File: config.mk
export PLATFORM = sky130hd
export DESIGN_NAME = trks_merge
export DESIGN_NICKNAME = d
export VERILOG_FILES = /design/src/rtl/trks_pkg.sv /design/src/rtl/trks_merge.sv
export SDC_FILE = /design/constraint.sdc
export NUM_CORES = 1
export LEC_CHECK = 0
export BUFFER_PORTS_ARGS = -buffer_cell sky130_fd_sc_hd__buf_2
export CAP_MARGIN = 20
export CORE_MARGIN = 8
export CORE_UTILIZATION = 30
export CTS_CLUSTER_SIZE = 24
export DETAILED_ROUTE_END_ITERATION = 6
export GPL_ROUTABILITY_DRIVEN = 0
export SLEW_MARGIN = 20
export SYNTH_ARGS = -nofsm -noshare
export SYNTH_HDL_FRONTEND = slang
export SYNTH_SLANG_ARGS = --single-unit
File: constraint.sdc
create_clock -name i_clk -period 4.02 [get_ports i_clk]
set_input_delay 0.402 -clock i_clk [delete_from_list [all_inputs] [get_ports i_clk]]
set_output_delay 0.402 -clock i_clk [all_outputs]
set_load 0.02 [all_outputs]
File: src/rtl/trks_pkg.sv
package trks_pkg;

    localparam int MID_W      = 24;
    localparam int SPREAD_IN_W = 24;
    localparam int SPREAD_W   = 25;
    localparam int PNL_W      = 48;
    localparam int VOL_W      = 24;
    localparam int MULT_W     = 8;
    localparam int SUM_W      = 32;
    localparam int LANES      = 3;

    localparam int IN_DATA_W  = 144;
    localparam int OUT_DATA_W = 56;

    localparam int APB_ADDR_W = 5;
    localparam int APB_DATA_W = 64;

    localparam int DEF_VOL_WINDOW_LEN = 200;
    localparam int DEF_BASELINE_LEN   = 200;

    localparam logic [1:0] REG_PNL_LEVEL   = 2'd0;
    localparam logic [1:0] REG_VOL_LEVEL   = 2'd1;
    localparam logic [1:0] REG_SPREAD_MULT = 2'd2;
    localparam logic [1:0] REG_DOUBLE_MODE = 2'd3;

    localparam logic signed [PNL_W-1:0] RST_PNL_LEVEL   = -48'sd256000;
    localparam logic [VOL_W-1:0]        RST_VOL_LEVEL   = 24'd12800;
    localparam logic [MULT_W-1:0]       RST_SPREAD_MULT = 8'd10;

    typedef struct packed {
        logic sq;
        logic acc;
        logic mul;
        logic mul2;
        logic cmp;
    } t_ctrl;

endpackage

File: src/rtl/trks_merge.sv
module trks_merge (
    input  logic                                i_clk,
    input  logic                                i_rst_n,
    input  trks_pkg::t_ctrl                     i_ctrl,
    input  logic signed [trks_pkg::PNL_W-1:0]   i_pnl,
    input  logic signed [trks_pkg::PNL_W-1:0]   i_pnl_level,
    input  logic                                i_vol_trip,
    input  logic [trks_pkg::LANES-1:0]          i_spread_trip,
    input  logic                                i_m_tready,
    output logic                                o_m_tvalid,
    output logic [trks_pkg::OUT_DATA_W-1:0]     o_m_tdata,
    output logic                                o_kill,
    output logic                                o_free
);

    logic                               r_kill;
    logic signed [trks_pkg::PNL_W-1:0]  r_min;
    logic                               r_valid;
    logic [trks_pkg::OUT_DATA_W-1:0]    r_data;
    logic                               w_pnl_trip;
    logic                               w_kill;
    logic signed [trks_pkg::PNL_W-1:0]  w_min;

    assign w_pnl_trip = i_pnl < i_pnl_level;
    assign w_min      = (i_pnl < r_min) ? i_pnl : r_min;
    assign w_kill     = w_pnl_trip || i_vol_trip || (i_spread_trip != '0);
    assign o_free     = !r_valid || i_m_tready;

    always_ff @(posedge i_clk) begin
        if (!i_rst_n) begin
            r_kill  <= 1'b0;
            r_min   <= '0;
            r_valid <= 1'b0;
        end else begin
            if (i_ctrl.cmp) begin
                r_valid <= 1'b1;
                if (!r_kill) begin
                    r_kill <= w_kill;
                    r_min  <= w_min;
                end
            end else if (i_m_tready) begin
                r_valid <= 1'b0;
            end
        end
    end

    always_ff @(posedge i_clk) begin
        if (i_ctrl.cmp) begin
            if (r_kill) begin
                r_data <= {2'b00, r_min, 3'b000, 1'b0, 1'b0, 1'b1};
            end else begin
                r_data <= {2'b00, w_min, i_spread_trip, i_vol_trip, w_pnl_trip, w_kill};
            end
        end
    end

    assign o_m_tvalid = r_valid;
    assign o_m_tdata  = r_data;
    assign o_kill     = r_kill;

`ifndef SYNTH
    a_kill_sticky: assert property (@(posedge i_clk) disable iff (!i_rst_n)
        r_kill |=> r_kill)
        else $error("kill latch released");
`endif
`ifndef SYNTH
    a_trip_kills: assert property (@(posedge i_clk) disable iff (!i_rst_n)
        r_valid && (r_data[5:1] != '0) |-> r_data[0] && r_kill)
        else $error("trip reported without kill");
`endif

endmodule

Word-level counts from Yosys, hierarchy flattened
Index checks and enable logic that the tools add are counted. W data, S select, Z words.

Word-level logic and storage cells: 20. Flip-flop bits (word level): 106. Input port bits: 108. Output and inout port bits: 59.

Mux-type cells: 5. Reductions and logical operators: 7. Bitwise operators: 1. Order comparisons: 2.

Operator list (count): $lt A48 B48 Y1 (2); $mux W54 (1); $mux W48 (1); $logic_or A1 B1 Y1 (3); $mux W1 (3); $reduce_bool A3 Y1 (1); $reduce_and A2 Y1 (1); $reduce_bool A2 Y1 (1); $logic_not A1 Y1 (1); $not A1 Y1 (1).

Longest topological paths before layout
Depth after elaboration: 4. Mapped depth: 12. Mapped depth without buffers: 10.

Worst setup path before layout
OpenSTA, ideal clock, no wires.

Kind: input port to flip-flop. From: input port i_pnl[2] (netlist name). To: register r_data, in the netlist o_m_tdata[33], data pin. Required time: 3.758 ns. Path buffers: 2. Library setup time: 0.262 ns. Data arrival time: 2.641 ns. Cell stages on the path: 11. Setup slack: 1.117 ns. Cell sequence: ha_1 -> a211o_1 -> a31oi_1 -> nor3_1 -> o311ai_1 -> nand4_1 -> a21oi_2 -> mux2i_1 -> buf_4 -> buf_6 -> mux2_1.

Longest elaborated chain between the ends: 3.

RTL lines: start, declared (RTL line trks_merge.sv:5) `input logic signed [trks_pkg::PNL_W-1:0] i_pnl,`; $lt A48 B48 Y1 (RTL line trks_merge.sv:25) `assign w_min = (i_pnl < r_min) ? i_pnl : r_min;`; $mux W48 (RTL line trks_merge.sv:25); $mux W54 (RTL line trks_merge.sv:49) `if (r_kill) begin`; end signal, assigned (RTL line trks_merge.sv:50) `r_data <= {2'b00, r_min, 3'b000, 1'b0, 1'b0, 1'b1};`; end signal, assigned (RTL line trks_merge.sv:52) `r_data <= {2'b00, w_min, i_spread_trip, i_vol_trip, w_pnl_trip, w_kill};`; end, declared (RTL line trks_merge.sv:19) `logic [trks_pkg::OUT_DATA_W-1:0] r_data;`.

No other way between the ends. A chain may end at the register's enable or synchronous reset.

Final worst setup path
From: register r_min[2] (netlist name). To: register r_data, in the netlist o_m_tdata[31], data pin.

Longest elaborated chain between the ends: 3.

RTL lines: start, declared (RTL line trks_merge.sv:17) `logic signed [trks_pkg::PNL_W-1:0] r_min;`; start signal, assigned (RTL line trks_merge.sv:39) `r_min <= w_min;`; $lt A48 B48 Y1 (RTL line trks_merge.sv:25); $mux W48 (RTL line trks_merge.sv:25); $mux W54 (RTL line trks_merge.sv:49).

No other way between the ends.

==> reports/metrics.csv <==
stage,metric,value,unit
worst_setup_path,critical path type,reg -> reg,
worst_setup_path,Crit. End Element,flop,
timing,Fmax achieved,295,MHz
finish,synth-to-layout area growth,21.4,%
cts,Clock transition at path regs,80,ps
pwr,pwr dens,373,nW/um2
worst_setup_path,CP Max Fanout,18,
logic_synthesis,Post-synth EDFFs,54,
logic_synthesis,synth top area cells,"edfxtp_1 (25%), ha_1 (18%), dfxtp_1 (15%), mux2i_1 (7.6%), nand2_1 (5.9%)",
timing,fin crit period,3390,ps
global_routing,grt ovf,0,
global_routing,pin count of the biggest net entering global routing,99,
logic_synthesis,Yosys top cell by area,edfxtp_1,
floorplanning,core area,21800,um2
run,max-cap viol count,0,
cts,CTS H-tree lvls,3,
timing,final hold violation count,0,
logic_synthesis,xor/xnor share of the synthesized area,0,
finish,Antenna Cells,0,
floorplanning,std cell rows,54,
drt,DRC viols,0,
logic_synthesis,"FFs w/ async S/R, synth",0,
cts,Num CTS Buffers,9,
logic_synthesis,sequential share of the synthesized area,0.397,
floorplanning,die span in y,164,um
drt,wire per inst,15.4,um
pwr,Leakage,3.72,nW
finish,fin cells,1101,
floorplanning,# IOs,167,
timing,relative slew slack,0.360,
cts,post-cts sizing count,0,
timing,unrepaired setup endpoints after global routing,no,
logic_synthesis,prevailing post-synth register cell,edfxtp_1,
timing,Final Skew,13.7,ps
timing,final setup TNS,0,ps
cts,Max Root-Sink Buffers,2,
logic_synthesis,Mean Syn Cell Area,9.99,um2
worst_setup_path,Worst setup SP type,flop,
cts,Post-CTS Setup Bufs,0,
pwr,VDD IR max,0.000189,V
drt,post-route ant nets,0,
logic_synthesis,mux contribution to synthesized area,0.157,
logic_synthesis,Synth Area in Adders,0.178,
global_routing,initial antenna violation count,1,
place,Placed Instances,1086,
floorplanning,Initial Utilization,0.304,
finish,final net count,1019,
cts,CTS Hold Bufs,0,
logic_synthesis,largest family of logic cells by synthesized area,adder cells,
worst_setup_path,Crit path arrival time,3490,ps
cts,Skew-Pair Late Insertion Delay,350,ps
drt,Total Wirelength,16.9,mm
timing,Worst-Margin Slew,960,ps
cts,clock sink count,104,
logic_synthesis,Synth top area share,0.245,
logic_synthesis,Syn Inst Count,662,
global_routing,first-pass GRT wire length,26.1,mm
logic_synthesis,library cells used by synthesis,44,
cts,TritonCTS clock tree,built,
drt,via count,5011,
global_routing,vias in the first global route,4889,
logic_synthesis,mapped cell area,6610,um2
timing,setup violators final,0,
drt,initial drt markers,162,
floorplanning,die area,27000,um2
worst_setup_path,Critical Path RT,4120,ps
global_routing,overall routing resource usage,0.123,
logic_synthesis,synth warn,0,
logic_synthesis,Seq cells post-synth,104,
logic_synthesis,compound-cell area share of the yosys netlist,0.0816,
floorplanning,Die W,164,um
logic_synthesis,Simple-Gate Fraction of Synth Area,0.111,
drt,Via-to-Cell Ratio,4.55,
status,status,completed,
drt,drt first pass iters,5,
finish,share of cells above drive strength 1,0.259,
place,Final HPWL DP,12.9,mm
timing,max-slew violations,0,
timing,fin crit share,0.844,
cts,Root Driver,clkbuf_16,
place,port bufs,160,
hold_path,worst hold path class,in -> reg,
[power by group]
group,total [mW],switching [mW],internal (mW)
clock network,0.954,0.408,0.545
registers,1.28,0.0451,1.24
logic,0.759,0.426,0.333
total,3.00,0.880,2.12
[sequential cells by signal, indices dropped and copies added, names as in the netlist]
name,cells
o_m_tdata,54
r_min,48
o_kill,1
o_m_tvalid,1
[layout by cell type (no fill, tap or decap), drive strengths merged, types with 2 or more instances in the layout]
cell and n:
buf 167, nand2 104, inv 96, ha 94, edfxtp 54, dfxtp 50, mux2i 50, mux2 48
a21oi 28, a21o 25, nand4 21, nor2 13, clkbuf 10, o21ai 9, nor2b 7, nand3 5
a211oi 5, nand2b 4, or3 3, nor4 2, o31a 2, conb 2, bufinv 2, nor3 2
clkinv 2
[cell type report]
cell class                      instances  area, um2
Fill cell                            2249      13700
Multi-Input combinational cell        440       3520
Sequential cell                       104       2620
Timing Repair Buffer                  167        868
Inverter                               95        357
Tap cell                              280        350
Clock buffer                           10        229
Clock inverter                          5       81.3
[path summary, 6_finish.rpt]
check | start | end | slack [ps] | depth (start not counted)
setup / recovery | r_min[2]$_SDFFE_PN0P_ | o_m_tdata[31]$_DFFE_PP_ | 630 | 11
hold / removal | i_spread_trip[2] | o_kill$_SDFFE_PN0P_ | 310 | 2
setup reg to reg | r_min[2]$_SDFFE_PN0P_ | o_m_tdata[31]$_DFFE_PP_ | 630 | 11
hold reg to reg | r_min[1]$_SDFFE_PN0P_ | r_min[1]$_SDFFE_PN0P_ | 470 | 2
[Yosys cell counts, drive strengths merged, types with 7 or more instances]
| library cell | n |
|---|---|
| nand2 | 104 |
| mux2i | 50 |
| inv | 95 |
| ha | 94 |
| o21ai | 9 |
| edfxtp | 54 |
| dfxtp | 50 |
| buf | 12 |
| nand4 | 21 |
| nor2 | 13 |
| mux2 | 48 |
| a21o | 25 |
| nor2b | 7 |
| a21oi | 28 |
| clkbuf | 12 |
[stage by stage]
step | cell area [um2] | utilization | hold WS, ps | setup WS, ps | power [mW]
2_1_floorplan | 6620 | - | 444 | 1120 | 1.81
5_1_grt | 8030 | 0.369 | 325 | 354 | 3.18
4_1_cts | 8030 | 0.369 | 291 | 539 | 3.06
6_report | 8030 | 0.369 | 313 | 625 | 3.00
3_3_place_gp | 7720 | 0.355 | 455 | 489 | 2.07
3_5_place_dp | 7720 | 0.355 | 461 | 395 | 2.08
[critical path, cell delays in order, from the launching register on]
cell	delay, ps
dfxtp_1	350
inv_1	60
ha_1	290
a211o_1	290
a31oi_1	170
nor3_1	90
o311ai_1	320
nand4_1	190
a21oi_2	340
mux2i_4	330
buf_4	320
mux2_2	370
[per-layer routing]
layer  track usage  vias up  part of all wire
met5             0        -           0.00077
met4        0.0295        2            0.0088
met3        0.0299        9             0.055
met2         0.201       88              0.46
met1         0.162     2303              0.47
li1              -     2609                 -
[kinds of logic (layout without fill, tap and decap cells)]
family,count (synthesis),after routing
muxes,98,98
and+or+nand+nor,164,164
buffers and inverters,119,277
DFF,104,104
AOI/OAI and AO/OA,82,82
adders and majority gates,94,94
other,1,2
No activity file was read; power rests on OpenSTA's default activity.
