## src/rtl/trks_pkg.sv

```systemverilog
package trks_pkg;

    localparam int MID_W      = 24;
    localparam int SPREAD_IN_W = 24;
    localparam int SPREAD_W   = 25;
    localparam int PNL_W      = 48;
    localparam int VOL_W      = 24;
    localparam int MULT_W     = 8;
    localparam int SUM_W      = 32;
    localparam int LANES      = 3;

    localparam int IN_DATA_W  = 144;
    localparam int OUT_DATA_W = 56;

    localparam int APB_ADDR_W = 5;
    localparam int APB_DATA_W = 64;

    localparam int DEF_VOL_WINDOW_LEN = 200;
    localparam int DEF_BASELINE_LEN   = 200;

    localparam logic [1:0] REG_PNL_LEVEL   = 2'd0;
    localparam logic [1:0] REG_VOL_LEVEL   = 2'd1;
    localparam logic [1:0] REG_SPREAD_MULT = 2'd2;
    localparam logic [1:0] REG_DOUBLE_MODE = 2'd3;

    localparam logic signed [PNL_W-1:0] RST_PNL_LEVEL   = -48'sd256000;
    localparam logic [VOL_W-1:0]        RST_VOL_LEVEL   = 24'd12800;
    localparam logic [MULT_W-1:0]       RST_SPREAD_MULT = 8'd10;

    typedef struct packed {
        logic sq;
        logic acc;
        logic mul;
        logic mul2;
        logic cmp;
    } t_ctrl;

endpackage

```

## src/rtl/trks_spread_lane.sv

```systemverilog
module trks_spread_lane #(
    parameter int BASELINE_LEN = trks_pkg::DEF_BASELINE_LEN
) (
    input  logic                          i_clk,
    input  logic                          i_rst_n,
    input  trks_pkg::t_ctrl               i_ctrl,
    input  logic [trks_pkg::SPREAD_W-1:0] i_spread,
    input  logic [trks_pkg::MULT_W-1:0]   i_multiple,
    output logic                          o_trip
);

    localparam int BW = $clog2(BASELINE_LEN + 1);
    localparam int LW = trks_pkg::SPREAD_W + BW;
    localparam int RW = trks_pkg::SUM_W + trks_pkg::MULT_W;
    localparam int XW = (LW > RW) ? LW : RW;

    logic [trks_pkg::SUM_W-1:0] r_sum, n_sum;
    logic [BW-1:0]              r_fill;
    logic [LW-1:0]              r_lhs;
    logic [RW-1:0]              r_rhs;
    logic                       r_armed;
    logic [trks_pkg::SUM_W:0]   w_add;

    assign w_add = {1'b0, r_sum} + (trks_pkg::SUM_W + 1)'(i_spread);
    assign n_sum = w_add[trks_pkg::SUM_W] ? {trks_pkg::SUM_W{1'b1}}
                                          : w_add[trks_pkg::SUM_W-1:0];

    always_ff @(posedge i_clk) begin
        if (!i_rst_n) begin
            r_sum  <= '0;
            r_fill <= '0;
        end else if (i_ctrl.acc && (r_fill < BW'(BASELINE_LEN))) begin
            r_sum  <= n_sum;
            r_fill <= r_fill + BW'(1);
        end
    end

    // products of the locked baseline test
    always_ff @(posedge i_clk) begin
        if (i_ctrl.mul) begin
            r_lhs   <= LW'(i_spread) * LW'(r_fill);
            r_rhs   <= RW'(r_sum) * RW'(i_multiple);
            r_armed <= (r_fill >= BW'(BASELINE_LEN)) && (r_sum != '0);
        end
    end

    assign o_trip = r_armed && (XW'(r_lhs) > XW'(r_rhs));

`ifndef SYNTH
    a_fill_bound: assert property (@(posedge i_clk) disable iff (!i_rst_n)
        r_fill <= BW'(BASELINE_LEN))
        else $error("baseline count beyond its length");
`endif

endmodule

```

## config.mk

```make
export PLATFORM = sky130hd
export DESIGN_NAME = trks_spread_lane
export DESIGN_NICKNAME = d
export VERILOG_FILES = /design/src/rtl/trks_pkg.sv /design/src/rtl/trks_spread_lane.sv
export SDC_FILE = /design/constraint.sdc
export NUM_CORES = 1
export LEC_CHECK = 0
export ABC_CLOCK_PERIOD_IN_PS = 8170
export BUFFER_PORTS_ARGS = -buffer_cell sky130_fd_sc_hd__buf_2
export CAP_MARGIN = 5
export CORE_MARGIN = 1.5
export CORE_UTILIZATION = 25
export DETAILED_ROUTE_END_ITERATION = 10
export GPL_ROUTABILITY_DRIVEN = 0
export GPL_TIMING_DRIVEN = 0
export MAX_ROUTING_LAYER = met4
export SYNTH_ARGS = -nofsm -noshare
export SYNTH_HDL_FRONTEND = slang
export SYNTH_SLANG_ARGS = --single-unit
```

## constraint.sdc

```tcl
create_clock -name i_clk -period 8.17 [get_ports i_clk]
set_input_delay 2.0425 -clock i_clk [delete_from_list [all_inputs] [get_ports i_clk]]
set_output_delay 2.0425 -clock i_clk [all_outputs]
set_load 0.02 [all_outputs]
```

# Word level (Yosys, flattened, before mapping)
# Index checks and enable logic that the tools add are counted.
dict set report op_classes {
  magnitude_cmp 3
  n_mux 1
  n_reduce_logical 4
  addsub 2
  n_mul 2
}
# op count
set op_table {}
lappend op_table {{$gt 33x40->1} 1}
lappend op_table {{$mul 32x8->40} 1}
lappend op_table {{$add 32x25->33} 1}
lappend op_table {{$mul 25x8->33} 1}
lappend op_table {{$mux 32} 1}
lappend op_table {{$reduce_bool 32->1} 1}
lappend op_table {{$add 8x1->8 const B} 1}
lappend op_table {{$ge 8x8->1 const B} 1}
lappend op_table {{$lt 8x8->1 const B} 1}
lappend op_table {{$logic_and 1x1->1} 3}
dict set report totals {
  out_inout_bits 1
  inputBits 40
  register_bits 114
  elab_cells 17
}

# Logic depth before layout (Yosys ltp)
dict set report logic_depth {
  depth_word 2
  mapped_depth 21
  mapped_depth_nobuf 19
}

# Worst setup path after synthesis
# Ideal clock, no wire load.
dict set report synth_timing {
  path_kind {input port to flip-flop}
  from {in i_multiple[2] (netlist name)}
  to {reg r_rhs[38] (data pin)}
  path_slack_ns 1.255
  n_path_buf 1
  required_time_ns 7.899
  t_arrival_ns 6.644
  stages 19
  setup_time_ns 0.271
  cell_sequence {clkbuf_1 nand2_1 fa_1 inv_1 fa_1 fa_1 inv_1 fa_1 inv_1 ha_1 and3_1 nand2_1 o211a_1 a2111oi_4 o21ai_2 or4_4 nand4_2 a2111o_1 o311ai_2}
}
dict set report synth_between {
  elab_chain_len 1
}
# element line
set synth_lines {}
lappend synth_lines {{start: declaration} trks_spread_lane.sv:8} ;# input logic [trks_pkg::MULT_W-1:0] i_multiple,
lappend synth_lines {{$mul 32x8->40} trks_spread_lane.sv:42} ;# r_rhs <= RW'(r_sum) * RW'(i_multiple);
lappend synth_lines {{end signal: assignment} trks_spread_lane.sv:42}
lappend synth_lines {{end: declaration} trks_spread_lane.sv:20} ;# logic [RW-1:0] r_rhs;
# No other way between the ends.
# A chain may end at the register's enable or synchronous reset.

# Worst setup path after layout
dict set report layout_timing {
  from {in i_multiple[7] (netlist name)}
  to {reg r_rhs[39] (data pin)}
}
# The elaborated chain is that of the path after synthesis.

==> impl_metrics.env <==
export IMPL_status="completed"
export IMPL_cp_arrival_ns=7.59
export IMPL_vias_per_cell=4.56
export IMPL_clkTransAtPathRegs_ns=0.05
export IMPL_rsz0062_at_grt="no"
export IMPL_power_density_nw_per_um2=164
export IMPL_avgSynthCellArea_um2=9.13
export IMPL_holdPathEnd="r_fill[5]"
export IMPL_post_cts_buffers=0
export IMPL_slew_viol_final=0
export IMPL_nets=2790
export IMPL_hold_path_class="reg2reg"
export IMPL_cts_root_buffer="clkbuf_16"
export IMPL_cts_sinks=114
export IMPL_cpMostUsedCell="fa_1"
export IMPL_maxCapViolations=0
export IMPL_setup_ws_ns=0.764
export IMPL_place_ws_ns=0.331
export IMPL_slew_headroom_pct=31.1
export IMPL_drtIter0Drc=846
export IMPL_endpoint_kind="flop"
export IMPL_cp_required_ns=8.35
export IMPL_min_period_over_period_pct=90.6
export IMPL_io_pin_count=41
export IMPL_setup_violations_final=0
export IMPL_die_area_um2=82100
export IMPL_drc=0
export IMPL_coreArea_um2=79300
export IMPL_hpwl_um=44500
export IMPL_cts_tree="done"
export IMPL_synth_cells=2201
export IMPL_synth_top_cell_area_share_pct=31.8
export IMPL_num_rows=103
export IMPL_synth_area_leaders="fa_1, edfxtp_1, ha_1, and2_1, inv_1"
export IMPL_busiest_layer="met2"
export IMPL_crit_type="in2reg"
export IMPL_async_reset_ff_share_pct=0
export IMPL_use_met2_pct=22.5
export IMPL_grt_pass1_vias=15800
export IMPL_r2r_setup_slack_ns=1.77
export IMPL_clk_path_buf_depth=2
export IMPL_track_usage_pct=14.2
export IMPL_drive_gt1_share_pct=4.63
export IMPL_io_buffers=37
export IMPL_final_cell_mix="inv_1, fa_1, and2_1"
export IMPL_cpPeakStageDelay_ns=0.59
export IMPL_htreeDepth=4
export IMPL_via_count=15100
export IMPL_fin_tns_setup_ns=0
export IMPL_timing_rr_end="r_lhs[32]"
export IMPL_grt_use_met1_pct=18.5
export IMPL_initial_core_util_pct=25.4
export IMPL_syn_nets=2733
export IMPL_die_y_um=287
export IMPL_peakVddDrop_mv=0.185
export IMPL_fin_worst_skew_ns=0.0145
export IMPL_p_leak_nw=10.7
export IMPL_synth_seq_cells=114
export IMPL_syn_area_um2=20100
export IMPL_holdPathStages=2
export IMPL_final_common_cell="inv_1"
export IMPL_finalPower_mw=3.64
export IMPL_rr_worst_depth=16
export IMPL_area_growth_pct=10.4
export IMPL_hold_worst_slack_ns=0.550
export IMPL_ys_flop_type="edfxtp_1"
export IMPL_met3_usage_pct=2.19
export IMPL_cts_hold_buf=0
export IMPL_clk_latency_ns=0.44
export IMPL_antenna_left=0
export IMPL_period_minus_slack_ns=7.41
export IMPL_hold_viol=0
export IMPL_holdCritStartpoint="r_fill[5]"
export IMPL_cts_resized=0
export IMPL_drt_wl_total_um=54900
export IMPL_fmaxAchievable_mhz=135
export IMPL_crit_chain="buf_2 -> clkbuf_1 -> nand2_1 -> fa_1 -> fa_1 -> inv_1 -> fa_1 -> inv_1 -> fa_1 -> inv_1 -> ha_1 -> o211ai_1 -> a311oi_2 -> a211oi_2 -> nor3_1 -> nor2_1 -> o41ai_2 -> nand4_1 -> and3_1"
export IMPL_cts_buffers=17
export IMPL_wl_per_cell_um=16.5
export IMPL_crit_slowest_cell="clkbuf_1"
export IMPL_ys_types=81
export IMPL_grt_pass1_wl_um=87900
export IMPL_drt_first_pass_iters=5
export IMPL_ys_warn_count=0
export IMPL_yosysSeqAreaShare_pct=15.0
export IMPL_timing_rr_start="r_fill[5]"
export IMPL_antenna_found_initial=7
export IMPL_gr_total_overflow=0
export IMPL_worstPathMaxFanout=10
export IMPL_die_w_um=287
export IMPL_worstMarginPinSlew_ns=1.02
export IMPL_synth_edff_count=74
export IMPL_yosysTopAreaCell="fa_1"
export IMPL_crit_path_start_kind="primary input"
export IMPL_grt_max_degree=58
-- layout make-up --
class	count	area (um2)
Inverter	353	1330
Antenna cell	1	2.50
Multi-Input combinational cell	1638	15400
Buffer	96	385
Clock buffer	23	520
Clock inverter	8	46.3
Sequential cell	114	3020
Fill cell	8481	57100
Tap cell	1050	1310
Timing Repair Buffer	38	215
-- registers in the layout, indices dropped and copies added (netlist names) --
name     count
r_armed      1
r_rhs       40
r_fill       8
r_lhs       33
r_sum       32
-- cells in the mapped netlist, types with 3 or more instances --
| cell | count |
|---|---|
| buf_4 | 3 |
| nor2b_1 | 14 |
| and3_1 | 17 |
| buf_1 | 6 |
| nor4_1 | 9 |
| ha_1 | 173 |
| a211oi_1 | 13 |
| fa_1 | 319 |
| nand4_1 | 19 |
| nand2b_1 | 10 |
| o21ai_0 | 66 |
| a31oi_1 | 24 |
| inv_1 | 352 |
| o2111ai_1 | 3 |
| o21a_1 | 11 |
| nor3_1 | 15 |
| nand2_1 | 207 |
| o211ai_1 | 3 |
| edfxtp_1 | 74 |
| a41oi_1 | 3 |
| dfxtp_1 | 40 |
| a221o_1 | 3 |
| nand3_1 | 21 |
| a221oi_1 | 5 |
| and2_1 | 313 |
| nor2_1 | 67 |
| a21o_1 | 53 |
| o41ai_2 | 3 |
| xor2_1 | 38 |
| a31o_2 | 3 |
| a21oi_1 | 104 |
| or3_1 | 5 |
| xnor2_1 | 50 |
| and4_1 | 5 |
| o21bai_1 | 11 |
| clkbuf_1 | 83 |
-- worst max path at each step --
stage | from | end | slack (ns) | cells past startpoint
floorplan | i_multiple[2] | r_rhs[38] | 1.25 | 19
global route | i_multiple[5] | r_rhs[39] | 0.44 | 19
global placement | i_multiple[7] | r_rhs[39] | 0.33 | 19
detailed placement | i_multiple[7] | r_rhs[39] | 0.33 | 19
finish | i_multiple[7] | r_rhs[39] | 0.76 | 19
CTS | i_multiple[7] | r_rhs[39] | 0.78 | 19
-- power by group --
part / switching (mW) / internal, mW / total (mW)
Combinational: 1.26 / 0.829 / 2.08
Clock: 0.271 / 0.443 / 0.714
Sequential: 0.0501 / 0.786 / 0.836
-- per-layer routing --
layer  wire length, um  up-vias
met4              1430        0
li1                  -     7180
met5                 0        -
met1             25200     7507
met2             25300      392
met3              2940       64
-- cell families (layout without fill, tap and decap cells) --
family	count (synthesis)	count (layout)	synth area share [%]
multiplexers	1	1	0.0498
XOR/XNOR	88	88	3.83
AND/OR/NAND/NOR	718	718	18.9
AO/OA/AOI/OAI	339	339	11.1
buffers and inverters	449	518	8.51
adder cells (fa/ha/maj)	492	492	42.5
other	0	1	0
flip-flops	114	114	15.0
-- stage by stage --
stage / util (%) / area (um2) / cells
4_1_cts: 28.0 / 22200 / 3320
5_1_grt: 28.0 / 22200 / 3321
6_report: 28.0 / 22200 / 3321
3_3_place_gp: 27.3 / 21600 / 3288
2_1_floorplan: - / 20100 / 2201
3_5_place_dp: 27.3 / 21600 / 3289
-- critical path: cells and delay by family --
| family | cells | cell delay [ns] |
|---|---|---|
| adder cells (fa/ha/maj) | 5 | 2.28 |
| AO/OA/AOI/OAI | 4 | 1.51 |
| buffers and inverters | 5 | 0.92 |
| AND/OR/NAND/NOR | 5 | 0.81 |
Power figures use the tool's default switching activity.
